==> src/design/fifo_with_search_and_delete_assert.svh <==
// Assertion macros for the queue datapath.
// Included by the files that carry concurrent checks; depends on nothing.
`ifndef FIFO_WITH_SEARCH_AND_DELETE_ASSERT_SVH
`define FIFO_WITH_SEARCH_AND_DELETE_ASSERT_SVH

// Clocked check that is switched off while reset is asserted.
`define FSD_ASSERT(lbl, clk, rst_n, prop, msg) \
	lbl: assert property (@(posedge clk) disable iff (!(rst_n)) (prop)) else $error(msg);

// Clocked check that also holds during reset.
`define FSD_ASSERT_ALWAYS(lbl, clk, prop, msg) \
	lbl: assert property (@(posedge clk) (prop)) else $error(msg);

`endif

==> src/design/fsd_pkg.sv <==
// Shared types and constants of the searchable queue.
// Depends on nothing; used by the controller, the datapath and the top level.
`timescale 1ns / 1ps

package fsd_pkg;

	localparam int FSD_DEPTH = 16;
	localparam int DATA_W    = 32;
	localparam int MODE_W    = 3;
	localparam int STATUS_W  = 2;
	localparam int POS_W     = 5;

	localparam logic [MODE_W-1:0] MODE_PUSH   = 3'd0;
	localparam logic [MODE_W-1:0] MODE_POP    = 3'd1;
	localparam logic [MODE_W-1:0] MODE_READ   = 3'd2;
	localparam logic [MODE_W-1:0] MODE_SEARCH = 3'd3;
	localparam logic [MODE_W-1:0] MODE_DELETE = 3'd4;

	localparam logic [STATUS_W-1:0] ST_OK    = 2'd0;
	localparam logic [STATUS_W-1:0] ST_EMPTY = 2'd1;
	localparam logic [STATUS_W-1:0] ST_FULL  = 2'd2;
	localparam logic [STATUS_W-1:0] ST_RANGE = 2'd3;

	typedef enum logic [1:0] {
		RD_ZERO,
		RD_OP,
		RD_NEXT
	} rd_sel_t;

	typedef struct packed {
		logic                latch_in;
		logic                rd_en;
		rd_sel_t             rd_sel;
		logic                wr_en;
		logic                wr_shift;
		logic                cnt_inc;
		logic                cnt_dec;
		logic                idx_clr;
		logic                idx_inc;
		logic                st_set;
		logic [STATUS_W-1:0] st_code;
		logic                data_set;
		logic                pos_set;
		logic                load_out;
	} cmd_t;

	typedef struct packed {
		logic [MODE_W-1:0] mode;
		logic              full;
		logic              empty;
		logic              bad_pos;
		logic              match;
		logic              next_last;
		logic              out_free;
	} sts_t;

endpackage

==> src/design/fifo_with_search_and_delete.sv <==
// Top level of the bounded queue with search and delete.
// Depends on fsd_pkg, fsd_ctrl and fsd_dp.
`timescale 1ns / 1ps

// Usage. The input channel (in_valid, in_ready, mode, operand) carries one
// beat per operation: push, pop, read at a position, search, or delete.
// The output channel (out_valid, out_ready, status, data, position, level)
// returns exactly one result beat for every input beat, in order.
// One operation is worked on at a time; in_ready is high only between them.
// Push, unused modes and error cases go from dispatch straight to the
// finish state; read captures the requested entry; pop captures the head
// and closes the gap behind it; search scans from the head, and delete
// scans and then closes the gap. The time taken is set by the single read
// port of the entry memory: the scan reads one entry a cycle, and closing
// a gap moves each later entry with a read step followed by a write step.
// A new beat is taken in the cycle after the result is loaded, so the next
// operation starts while the previous result still waits for out_ready.
// If the receiver stalls, the finished result holds in the output register
// and the sequencer waits before loading the next one.
// Reset (arst_n low) empties the queue and drops any pending result; the
// memory contents are not cleared, since only held entries are ever read.

module fifo_with_search_and_delete #(
	parameter int DEPTH = fsd_pkg::FSD_DEPTH
) (
	input  logic                              clk,
	input  logic                              arst_n,
	input  logic                              in_valid,
	output logic                              in_ready,
	input  logic [fsd_pkg::MODE_W-1:0]        mode,
	input  logic signed [fsd_pkg::DATA_W-1:0] operand,
	output logic                              out_valid,
	input  logic                              out_ready,
	output logic [fsd_pkg::STATUS_W-1:0]      status,
	output logic signed [fsd_pkg::DATA_W-1:0] data,
	output logic [fsd_pkg::POS_W-1:0]         position,
	output logic [fsd_pkg::POS_W-1:0]         level
);

	import fsd_pkg::*;

	// Commands from the sequencer and the status flags that steer it.
	cmd_t cmd;
	sts_t sts;

	fsd_ctrl u_ctrl (
		.clk      (clk),
		.arst_n   (arst_n),
		.in_valid (in_valid),
		.in_ready (in_ready),
		.sts      (sts),
		.cmd      (cmd)
	);

	// The datapath latches the beat when the sequencer accepts it.
	fsd_dp #(
		.DEPTH (DEPTH)
	) u_dp (
		.clk       (clk),
		.arst_n    (arst_n),
		.mode      (mode),
		.operand   (operand),
		.cmd       (cmd),
		.sts       (sts),
		.out_valid (out_valid),
		.out_ready (out_ready),
		.status    (status),
		.data      (data),
		.position  (position),
		.level     (level)
	);

endmodule

==> src/design/fsd_ram.sv <==
// Generic single-port-write, single-port-read RAM with a registered read.
// Depends on nothing.
`timescale 1ns / 1ps

module fsd_ram #(
	parameter int WIDTH = 32,
	parameter int DEPTH = 16,
	localparam int AW = $clog2(DEPTH)
) (
	input  logic             clk,
	input  logic             wr_en,
	input  logic [AW-1:0]    wr_addr,
	input  logic [WIDTH-1:0] wr_data,
	input  logic             rd_en,
	input  logic [AW-1:0]    rd_addr,
	output logic [WIDTH-1:0] rd_data
);

	logic [WIDTH-1:0] mem_q [DEPTH];
	logic [WIDTH-1:0] rd_data_q;

	always_ff @(posedge clk) begin
		if (wr_en) begin
			mem_q[wr_addr] <= wr_data;
		end
		if (rd_en) begin
			rd_data_q <= mem_q[rd_addr];
		end
	end

	assign rd_data = rd_data_q;

endmodule

==> src/design/fsd_ctrl.sv <==
// Sequencer of the searchable queue: accepts a beat and steps the datapath.
// Depends on fsd_pkg.
`timescale 1ns / 1ps

module fsd_ctrl (
	input  logic          clk,
	input  logic          arst_n,
	input  logic          in_valid,
	output logic          in_ready,
	input  fsd_pkg::sts_t sts,
	output fsd_pkg::cmd_t cmd
);

	import fsd_pkg::*;

	typedef enum logic [2:0] {
		S_IDLE,
		S_DISPATCH,
		S_CAPTURE,
		S_SCAN,
		S_SHIFT_RD,
		S_SHIFT_WR,
		S_FINISH
	} state_t;

	state_t state_q, state_d;
	logic   in_ready_q;

	always_comb begin
		cmd     = '0;
		state_d = state_q;
		unique case (state_q)
			S_IDLE: begin
				if (in_valid && in_ready_q) begin
					cmd.latch_in = 1'b1;
					state_d      = S_DISPATCH;
				end
			end
			S_DISPATCH: begin
				state_d = S_FINISH;
				unique case (sts.mode)
					MODE_PUSH: begin
						if (sts.full) begin
							cmd.st_set  = 1'b1;
							cmd.st_code = ST_FULL;
						end else begin
							cmd.wr_en   = 1'b1;
							cmd.cnt_inc = 1'b1;
						end
					end
					MODE_POP: begin
						if (sts.empty) begin
							cmd.st_set  = 1'b1;
							cmd.st_code = ST_EMPTY;
						end else begin
							cmd.rd_en   = 1'b1;
							cmd.rd_sel  = RD_ZERO;
							cmd.idx_clr = 1'b1;
							state_d     = S_CAPTURE;
						end
					end
					MODE_READ: begin
						if (sts.empty) begin
							cmd.st_set  = 1'b1;
							cmd.st_code = ST_EMPTY;
						end else if (sts.bad_pos) begin
							cmd.st_set  = 1'b1;
							cmd.st_code = ST_RANGE;
						end else begin
							cmd.rd_en  = 1'b1;
							cmd.rd_sel = RD_OP;
							state_d    = S_CAPTURE;
						end
					end
					MODE_SEARCH, MODE_DELETE: begin
						if (sts.empty) begin
							cmd.st_set  = 1'b1;
							cmd.st_code = ST_EMPTY;
						end else begin
							cmd.rd_en   = 1'b1;
							cmd.rd_sel  = RD_ZERO;
							cmd.idx_clr = 1'b1;
							state_d     = S_SCAN;
						end
					end
					default: begin
						state_d = S_FINISH;
					end
				endcase
			end
			S_CAPTURE: begin
				cmd.data_set = 1'b1;
				state_d      = (sts.mode == MODE_POP) ? S_SHIFT_RD : S_FINISH;
			end
			S_SCAN: begin
				if (sts.match) begin
					cmd.pos_set = 1'b1;
					state_d     = (sts.mode == MODE_DELETE) ? S_SHIFT_RD : S_FINISH;
				end else if (sts.next_last) begin
					cmd.st_set  = 1'b1;
					cmd.st_code = ST_EMPTY;
					state_d     = S_FINISH;
				end else begin
					cmd.rd_en   = 1'b1;
					cmd.rd_sel  = RD_NEXT;
					cmd.idx_inc = 1'b1;
				end
			end
			S_SHIFT_RD: begin
				if (sts.next_last) begin
					cmd.cnt_dec = 1'b1;
					state_d     = S_FINISH;
				end else begin
					cmd.rd_en  = 1'b1;
					cmd.rd_sel = RD_NEXT;
					state_d    = S_SHIFT_WR;
				end
			end
			S_SHIFT_WR: begin
				cmd.wr_en    = 1'b1;
				cmd.wr_shift = 1'b1;
				cmd.idx_inc  = 1'b1;
				state_d      = S_SHIFT_RD;
			end
			S_FINISH: begin
				if (sts.out_free) begin
					cmd.load_out = 1'b1;
					state_d      = S_IDLE;
				end
			end
			default: begin
				state_d = S_IDLE;
			end
		endcase
	end

	always_ff @(posedge clk or negedge arst_n) begin
		if (!arst_n) begin
			state_q    <= S_IDLE;
			in_ready_q <= 1'b1;
		end else begin
			state_q    <= state_d;
			in_ready_q <= (state_d == S_IDLE);
		end
	end

	assign in_ready = in_ready_q;

endmodule

==> src/design/fsd_dp.sv <==
// Datapath of the searchable queue: entry memory, fill count, scan index
// and the result register. Depends on fsd_pkg, fsd_ram and the assertion header.
`timescale 1ns / 1ps

`include "fifo_with_search_and_delete_assert.svh"

module fsd_dp #(
	parameter int DEPTH = fsd_pkg::FSD_DEPTH
) (
	input  logic                                clk,
	input  logic                                arst_n,
	input  logic [fsd_pkg::MODE_W-1:0]          mode,
	input  logic signed [fsd_pkg::DATA_W-1:0]   operand,
	input  fsd_pkg::cmd_t                       cmd,
	output fsd_pkg::sts_t                       sts,
	output logic                                out_valid,
	input  logic                                out_ready,
	output logic [fsd_pkg::STATUS_W-1:0]        status,
	output logic signed [fsd_pkg::DATA_W-1:0]   data,
	output logic [fsd_pkg::POS_W-1:0]           position,
	output logic [fsd_pkg::POS_W-1:0]           level
);

	import fsd_pkg::*;

	localparam int IW = $clog2(DEPTH);
	localparam int CW = $clog2(DEPTH + 1);

	logic [MODE_W-1:0]        mode_q;
	logic [DATA_W-1:0]        op_q;
	logic [CW-1:0]            count_q;
	logic [IW-1:0]            idx_q;
	logic [CW-1:0]            idx_nxt;
	logic [STATUS_W-1:0]      status_q;
	logic [DATA_W-1:0]        data_q;
	logic [POS_W-1:0]         pos_q;

	logic                     out_valid_q;
	logic [STATUS_W-1:0]      out_status_q;
	logic [DATA_W-1:0]        out_data_q;
	logic [POS_W-1:0]         out_pos_q;
	logic [POS_W-1:0]         out_level_q;

	logic                     ram_wr_en;
	logic [IW-1:0]            ram_wr_addr;
	logic [DATA_W-1:0]        ram_wr_data;
	logic [IW-1:0]            ram_rd_addr;
	logic [DATA_W-1:0]        ram_rd_data;

	assign idx_nxt = CW'(idx_q) + CW'(1);

	// Read addresses: head, requested position, or the entry after the index.
	always_comb begin
		unique case (cmd.rd_sel)
			RD_ZERO: ram_rd_addr = '0;
			RD_OP:   ram_rd_addr = op_q[IW-1:0];
			RD_NEXT: ram_rd_addr = idx_nxt[IW-1:0];
			default: ram_rd_addr = '0;
		endcase
	end

	// A push writes the tail; a shift step moves the next entry down by one.
	assign ram_wr_en   = cmd.wr_en;
	assign ram_wr_addr = cmd.wr_shift ? idx_q : count_q[IW-1:0];
	assign ram_wr_data = cmd.wr_shift ? ram_rd_data : op_q;

	fsd_ram #(
		.WIDTH (DATA_W),
		.DEPTH (DEPTH)
	) u_ram (
		.clk     (clk),
		.wr_en   (ram_wr_en),
		.wr_addr (ram_wr_addr),
		.wr_data (ram_wr_data),
		.rd_en   (cmd.rd_en),
		.rd_addr (ram_rd_addr),
		.rd_data (ram_rd_data)
	);

	always_ff @(posedge clk or negedge arst_n) begin
		if (!arst_n) begin
			count_q     <= '0;
			out_valid_q <= 1'b0;
		end else begin
			if (cmd.cnt_inc) begin
				count_q <= count_q + CW'(1);
			end else if (cmd.cnt_dec) begin
				count_q <= count_q - CW'(1);
			end
			if (cmd.load_out) begin
				out_valid_q <= 1'b1;
			end else if (out_ready) begin
				out_valid_q <= 1'b0;
			end
		end
	end

	always_ff @(posedge clk) begin
		if (cmd.latch_in) begin
			mode_q   <= mode;
			op_q     <= operand;
			status_q <= ST_OK;
			data_q   <= '0;
			pos_q    <= '0;
		end else begin
			if (cmd.st_set) begin
				status_q <= cmd.st_code;
			end
			if (cmd.data_set) begin
				data_q <= ram_rd_data;
			end
			if (cmd.pos_set) begin
				pos_q <= POS_W'(idx_nxt);
			end
		end
		if (cmd.idx_clr) begin
			idx_q <= '0;
		end else if (cmd.idx_inc) begin
			idx_q <= idx_nxt[IW-1:0];
		end
		if (cmd.load_out) begin
			out_status_q <= status_q;
			out_data_q   <= data_q;
			out_pos_q    <= pos_q;
			out_level_q  <= POS_W'(count_q);
		end
	end

	assign sts.mode      = mode_q;
	assign sts.full      = (count_q >= CW'(DEPTH));
	assign sts.empty     = (count_q == '0);
	assign sts.bad_pos   = op_q[DATA_W-1] || (op_q >= DATA_W'(count_q));
	assign sts.match     = (ram_rd_data == op_q);
	assign sts.next_last = (idx_nxt >= count_q);
	assign sts.out_free  = !out_valid_q || out_ready;

	assign out_valid = out_valid_q;
	assign status    = out_status_q;
	assign data      = out_data_q;
	assign position  = out_pos_q;
	assign level     = out_level_q;

	`FSD_ASSERT(a_count_bound, clk, arst_n, count_q <= CW'(DEPTH), "fill count above depth")
	`FSD_ASSERT(a_push_room, clk, arst_n, (cmd.wr_en && !cmd.wr_shift) |-> (count_q < CW'(DEPTH)), "push written while full")
	`FSD_ASSERT(a_shift_inside, clk, arst_n, (cmd.wr_en && cmd.wr_shift) |-> (idx_nxt < count_q), "shift step beyond the held entries")
	`FSD_ASSERT(a_count_one_way, clk, arst_n, !(cmd.cnt_inc && cmd.cnt_dec), "fill count moved both ways at once")

endmodule

==> config.mk <==
export PLATFORM = sky130hd
export DESIGN_NAME = fifo_with_search_and_delete
export DESIGN_NICKNAME = d
export VERILOG_FILES = /design/src/design/fsd_pkg.sv /design/src/design/fifo_with_search_and_delete.sv /design/src/design/fsd_ram.sv /design/src/design/fsd_ctrl.sv /design/src/design/fsd_dp.sv
export VERILOG_INCLUDE_DIRS = /design/src /design/src/design
export SDC_FILE = /design/constraint.sdc
export NUM_CORES = 1
export LEC_CHECK = 0
export ABC_AREA = 1
export ABC_CLOCK_PERIOD_IN_PS = 3200
export BUFFER_PORTS_ARGS = -buffer_cell sky130_fd_sc_hd__clkbuf_2
export CORE_MARGIN = 2
export CORE_UTILIZATION = 48
export DETAILED_ROUTE_END_ITERATION = 16
export PLACE_DENSITY = 0.66
export SLEW_MARGIN = 40
export SYNTH_ARGS = -nofsm -noshare
export SYNTH_HDL_FRONTEND = slang
export SYNTH_SLANG_ARGS = --single-unit
==> constraint.sdc <==
create_clock -name clk -period 3.2 [get_ports clk]
set_clock_uncertainty 0.15 [all_clocks]
set_input_delay 0.64 -clock clk [delete_from_list [all_inputs] [get_ports clk]]
set_output_delay 0.64 -clock clk [all_outputs]
set_load 0.05 [all_outputs]
## Yosys cells after proc, flatten, opt, wreduce, memory -nomap -nowiden

Memories as Yosys holds them, arrays and structs flattened. A register that Yosys moved wholly into a read port is not among the register bits.
Cells that the tools add are included.
Widths: inputs -> output; s select.

- Flip-flop bits (word level): 132
- Bits in writable memories: 512
- Memories kept: 1
- Input port bits: 39
- Output and inout port bits: 46

- Add/sub/neg operators: 3
- Reductions and logical operators: 12
- Order comparisons: 3
- Equality and inequality tests: 13
- Multiplexer cells: 56

Memories:

| memory | depth | width | rd ports | clocked after Yosys merged registers in | write ports | RTL line | text |
|---|---|---|---|---|---|---|---|
| u_dp.u_ram.mem_q | 16 | 32 | 1 | 1 | 1 | fsd_ram.sv:19 | `logic [WIDTH-1:0] mem_q [DEPTH];` |

Operator list:

| kind | count |
|---|---|
| $mux 3 | 18 |
| $eq 32x32->1 | 1 |
| $ge 32x5->1 | 1 |
| $mux 32 | 1 |
| $pmux 3 s3 | 3 |
| $mux 1 | 21 |
| $pmux 3 s7 | 1 |
| $eq 3x2->1 const B | 4 |
| $eq 3x3->1 const B | 4 |
| $pmux 3 s2 | 2 |
| $mux 5 | 2 |
| $logic_not 3->1 | 3 |
| $mux 4 | 2 |
| $pmux 4 s2 | 1 |
| $eq 3x1->1 const B | 2 |
| $mux 2 | 3 |
| $add 4x1->5 const B | 1 |
| $add 5x1->5 const B | 1 |
| $ge 5x5->1 | 1 |
| $ge 5x5->1 const B | 1 |
| $logic_not 5->1 | 1 |
| $sub 5x1->5 const B | 1 |
| $pmux 1 s2 | 2 |
| $reduce_bool 2->1 | 2 |
| other kinds (7) | 8 |

## Depth between registers and ports, before layout

- Word-level depth: 8
- Gate-level depth with buffers: 23
- Depth with buffers taken out: 21

## Hierarchy

From an unflattened synthesis, not the netlist that was laid out.

- Cells, all modules: 2806
- Area, all modules: 29139.2 µm²

Modules (own cells, without submodules):

| module | times used | cells an instance | area an instance (µm²) |
|---|---|---|---|
| fsd_ram | 1 | 2120 | 23050.9 |
| fsd_dp | 1 | 608 | 5619.1 |
| fsd_ctrl | 1 | 78 | 469.2 |

## Worst setup path before layout

No wires, ideal clock.

- Kind: register to register
- Start point: register u_dp.idx_q[0]
- End point: register u_dp.u_ram.rd_data_q[1], in the netlist u_dp.u_ram.rd_data[1], read port of u_dp.u_ram.mem_q, data pin
- Cell stages (with the launch flop): 23
- Path slack: -0.359 ns
- Setup time: 0.259 ns
- Required time: 2.791 ns
- Clock period less this slack: 3.559 ns
- Buffers on the path: 2
- Arrival: 3.150 ns
- Cell sequence: dfxtp_1 ha_1 or2_1 nand2_1 inv_1 ha_1 a21oi_1 o21a_1 nand3_1 inv_1 nand2_1 inv_1 ha_1 inv_2 o21ai_4 nand2_2 buf_6 buf_6 or2_1 o211ai_1 o21ai_1 o211ai_1 nand2_1

- Longest elaborated chain between the ends: 7
- Elaborated cells between the ends (all ways): 8

RTL lines:

| element | RTL line | text |
|---|---|---|
| start, declared | fsd_dp.sv:32 | `logic [IW-1:0] idx_q;` |
| start signal, assigned | fsd_dp.sv:119 | `idx_q <= idx_nxt[IW-1:0];` |
| $add 4x1->5 * | fsd_dp.sv:50 | `assign idx_nxt = CW'(idx_q) + CW'(1);` |
| via u_dp.idx_nxt[2] | fsd_dp.sv:33 | `logic [CW-1:0] idx_nxt;` |
| $ge 5x5->1 | fsd_dp.sv:134 | `assign sts.next_last = (idx_nxt >= count_q);` |
| $mux 3 | fsd_ctrl.sv:99, fsd_ctrl.sv:110 |  |
| $mux 3 | fsd_ctrl.sv:96 | `if (sts.match) begin` |
| $pmux 3 s3 | fsd_ctrl.sv:32 | `unique case (state_q)` |
| $eq 2x2->1 or $eq 2x1->1 (tied branches) | fsd_dp.sv:54 | `unique case (cmd.rd_sel)` |
| $pmux 4 s2 | fsd_dp.sv:54 |  |
| end, declared | fsd_ram.sv:20 | `logic [WIDTH-1:0] rd_data_q;` |

Mark *: on every way through the listed nets, which the timed path passes. The rest lies on a longest branch.
A chain may end at the register's enable or synchronous reset.

## Worst setup path after layout

- Start point: register u_dp.idx_q[0]
- End point: register u_dp.u_ram.rd_data_q[22], in the netlist u_dp.u_ram.rd_data[22], read port of u_dp.u_ram.mem_q, data pin

Same word-level chain as after synthesis.

==> metrics <==
global-route wire length before repair=108 mm; Max Slew Vio Count=0; # IOs=85; reg2reg path depth=21; syn avg cell area=13.1 um2; Arr. time, crit path=3.79 ns; syn nets=2,140; Hold Path Origin=operand[1]; area grow syn2layout=22.6%; ANT nets after route=0; final hold violation count=0; Min-Delay Path Depth=1; Final Util=roughly three fifths; commonest non-fill, non-tap cell in the layout=edfxtp_1; Seq/Total Area, Yosys=72.6%; GRT Util Overall=24.7%; Peak Freq=280 MHz; Least-Margin Pin Slew=0.545 ns; gpl congestion=0.893; worst hold-check path type=in2reg; die height=roughly 240 um; leak pwr=11.7 nW; most frequent cells in the layout=edfxtp_1 (623), o211ai_1 (250), o21ai_0 (202); Core ar.=0.0563 mm2; MaxCap Viol Count=0; synth unique cells=37; post-detail-place hpwl=41.3 mm; crit-path max FO=34; reg2reg setup slack=-0.37 ns; number of core rows=87; TritonCTS clock tree=built; via count=18,064; setup ws final=-0.374 ns; Worst Hold Endpoint=u_dp.op_q[1]; 1st-iter DRT viols=1,994; hold slack=approximately 0.055 ns; clock tree buffer depth=3; final WL=73.4 mm; unrepaired setup endpoints after global routing=yes; Finished Cell Area=0.0334 mm2; Die X-Extent=roughly 240 um; VDD IR-drop max=0.488 mV; non-filler cells, final=3,176; status=finished with violations; DR pass1 iterations=5; H-Tree Depth=3; crit path kind=reg2reg; clk slew on worst S/H paths=around 0.07 ns; period utilisation layout=112%; Worst EP required=3.42 ns; # nets final=between 2,000 and 2,500; final antenna diode count=0; Crit. End Element=flip-flop; Initial Util=48.5%; DR DRC count=0; vias in the first global route=17,670; largest net degree at the start of global routing=between 60 and 70; number of setup violations in the final report=32; failing checks=setup timing; mapped cell area=0.0273 mm2; Num CTS Buffers=68; PD cells=approximately 820 mW/mm2; Placed Area=between 0.03 and 0.04 mm2; fillers=between 4,000 and 5,000; Tmin final=around 3.6 ns; Worst setup SP type=flip-flop; Setup TNS=-10.15 ns; share of post-route cells with drive strength above 1=22.3%; via density per instance=5.69; Root Driver=clkbuf_16; reg2reg start=u_dp.idx_q[0]; worst rel slew slack=63.7%; routed len/inst=23.1 um; Port Buffers=84; synthesized instance count=around 2,100; GRT overflow=0; placed instance count=3,013; die footprint=0.0588 mm2; Yosys warning count=0; reg2reg end=u_dp.u_ram.rd_data[22]; worst-skew pair later-pin latency=0.62 ns; initial antenna violation count=0; Num Clock Sinks=between 600 and 700; Synth Register Bits=676
==> power breakdown <==
part           internal, W  switching (W)
registers           0.0113       0.000640
logic              0.00289        0.00484
clock network      0.00457        0.00337
==> registers in the layout, summed over array words and instances, names as in the netlist <==
name                flops
u_ctrl.in_ready         1
u_dp.u_ram.mem_q      512
u_dp.u_ram.rd_data     32
u_dp.pos_q              5
u_dp.status             2
u_dp.mode_q             3
u_dp.count_q            5
u_dp.position           5
u_dp.data              32
u_ctrl.state_q          3
u_dp.idx_q              4
u_dp.op_q              32
u_dp.level              5
u_dp.status_q           2
u_dp.out_valid          1
u_dp.data_q            32
==> logic make-up after synthesis <==
kind of cell / Yosys count / share of synthesized area (%)
adder cells (fa/ha/maj): 17 / 0.807
buffers and inverters: 233 / 3.49
multiplexers: 13 / 0.537
flip-flops: 676 / 72.6
AO/OA/AOI/OAI: 523 / 12.0
XOR/XNOR: 19 / 0.610
AND/OR/NAND/NOR: 603 / 9.92
==> critical path, cell delays in order, from the launching register on <==
cell and delay (ns):
dfxtp_4 0.37, ha_4 0.15, or2_1 0.21, nand2_2 0.07
inv_2 0.04, ha_4 0.22, a21oi_2 0.11, o21a_1 0.13
nand3_2 0.08, inv_2 0.09, nand2_4 0.06, inv_2 0.06
ha_4 0.13, inv_4 0.04, o21ai_4 0.24, nand2_8 0.14
buf_4 0.27, or2_2 0.31, o21ai_0 0.09, o21ai_0 0.10
o211ai_1 0.17, nand2_1 0.08
==> Yosys cell counts <==
| library cell | instances | area [um2] |
|---|---|---|
| nand2_1 | 194 | 728 |
| ha_1 | 16 | 200 |
| o21ai_4 | 1 | 16.3 |
| buf_1 | 3 | 11.3 |
| clkbuf_1 | 69 | 259 |
| or2_1 | 11 | 68.8 |
| inv_2 | 4 | 15.0 |
| xor2_1 | 4 | 35.0 |
| a21oi_1 | 44 | 220 |
| clkbuf_2 | 2 | 10.0 |
| dfxtp_1 | 43 | 861 |
| o21a_1 | 1 | 7.51 |
| o31ai_1 | 1 | 7.51 |
| mux2_2 | 13 | 146 |
| buf_6 | 2 | 22.5 |
| buf_2 | 39 | 195 |
| o21ai_0 | 208 | 1040 |
| o21ai_1 | 12 | 60.1 |
| edfxtp_1 | 623 | 18700 |
| buf_4 | 3 | 22.5 |
| inv_1 | 111 | 417 |
| nor3_1 | 3 | 15.0 |
| xnor2_1 | 15 | 131 |
| or2_0 | 98 | 613 |
| o211ai_1 | 250 | 1880 |
| or2_2 | 27 | 169 |
| nor3b_1 | 1 | 7.51 |
| o22ai_1 | 4 | 25.0 |
| a211oi_1 | 1 | 7.51 |
| dfstp_2 | 1 | 26.3 |
| fa_1 | 1 | 20.0 |
| nand2_2 | 1 | 6.26 |
| dfrtp_1 | 9 | 225 |
| nor2_1 | 196 | 736 |
| nand3_1 | 69 | 345 |
| a21boi_0 | 1 | 7.51 |
| nand4_1 | 3 | 18.8 |
==> stage by stage <==
stage               setup slack, ns  total power [W]
detailed placement           -0.550           0.0192
floorplan                    -0.107           0.0159
global placement             -0.551           0.0190
global route                 -0.558           0.0287
CTS                          -0.342           0.0274
finish                       -0.374           0.0276
==> routing by layer <==
layer | global-route usage [%] | vias to the layer above | wire length (um)
li1 | - | 8214 | -
met3 | 4.36 | 125 | 6160
met1 | 33.4 | 8905 | 30300
met5 | 0 | - | 0
met2 | 40.6 | 820 | 35000
met4 | 8.41 | 0 | 1950
==> area by class of cell <==
cell class / instances / area, um2 / area share (%)
clock inverter: 37 / 339 / 1.01
timing repair buffer: 329 / 3130 / 9.35
sequential: 676 / 19800 / 59.3
inverter: 115 / 444 / 1.33
tap: 756 / 946 / 2.83
clock buffer: 87 / 1900 / 5.68
multi-input combinational: 1176 / 6860 / 20.5
==> worst max-delay path by stage <==
stage                   from                     end  slack, ns  cells past startpoint
2_1_floorplan  u_dp.idx_q[0]   u_dp.u_ram.rd_data[1]      -0.11                     22
3_3_place_gp    u_dp.op_q[9]  u_dp.u_ram.rd_data[31]      -0.55                     20
3_5_place_dp   u_dp.op_q[11]  u_dp.u_ram.rd_data[31]      -0.55                     20
4_1_cts        u_dp.idx_q[0]  u_dp.u_ram.rd_data[16]      -0.34                     21
5_1_grt        u_dp.idx_q[1]  u_dp.u_ram.rd_data[28]      -0.56                     22
6_report       u_dp.idx_q[0]  u_dp.u_ram.rd_data[22]      -0.37                     21
==> timing repair <==
item                                   in CTS  in global routing
hold buffers                                1                  0
resized for setup                          38                 32
pin swaps                                  11                 36
cloned                                      9                  3
setup endpoints to repair                  32                 32
setup buffers                              10                 16
endpoints found under the hold margin      10                  0
Power figures use the tool's default switching activity.
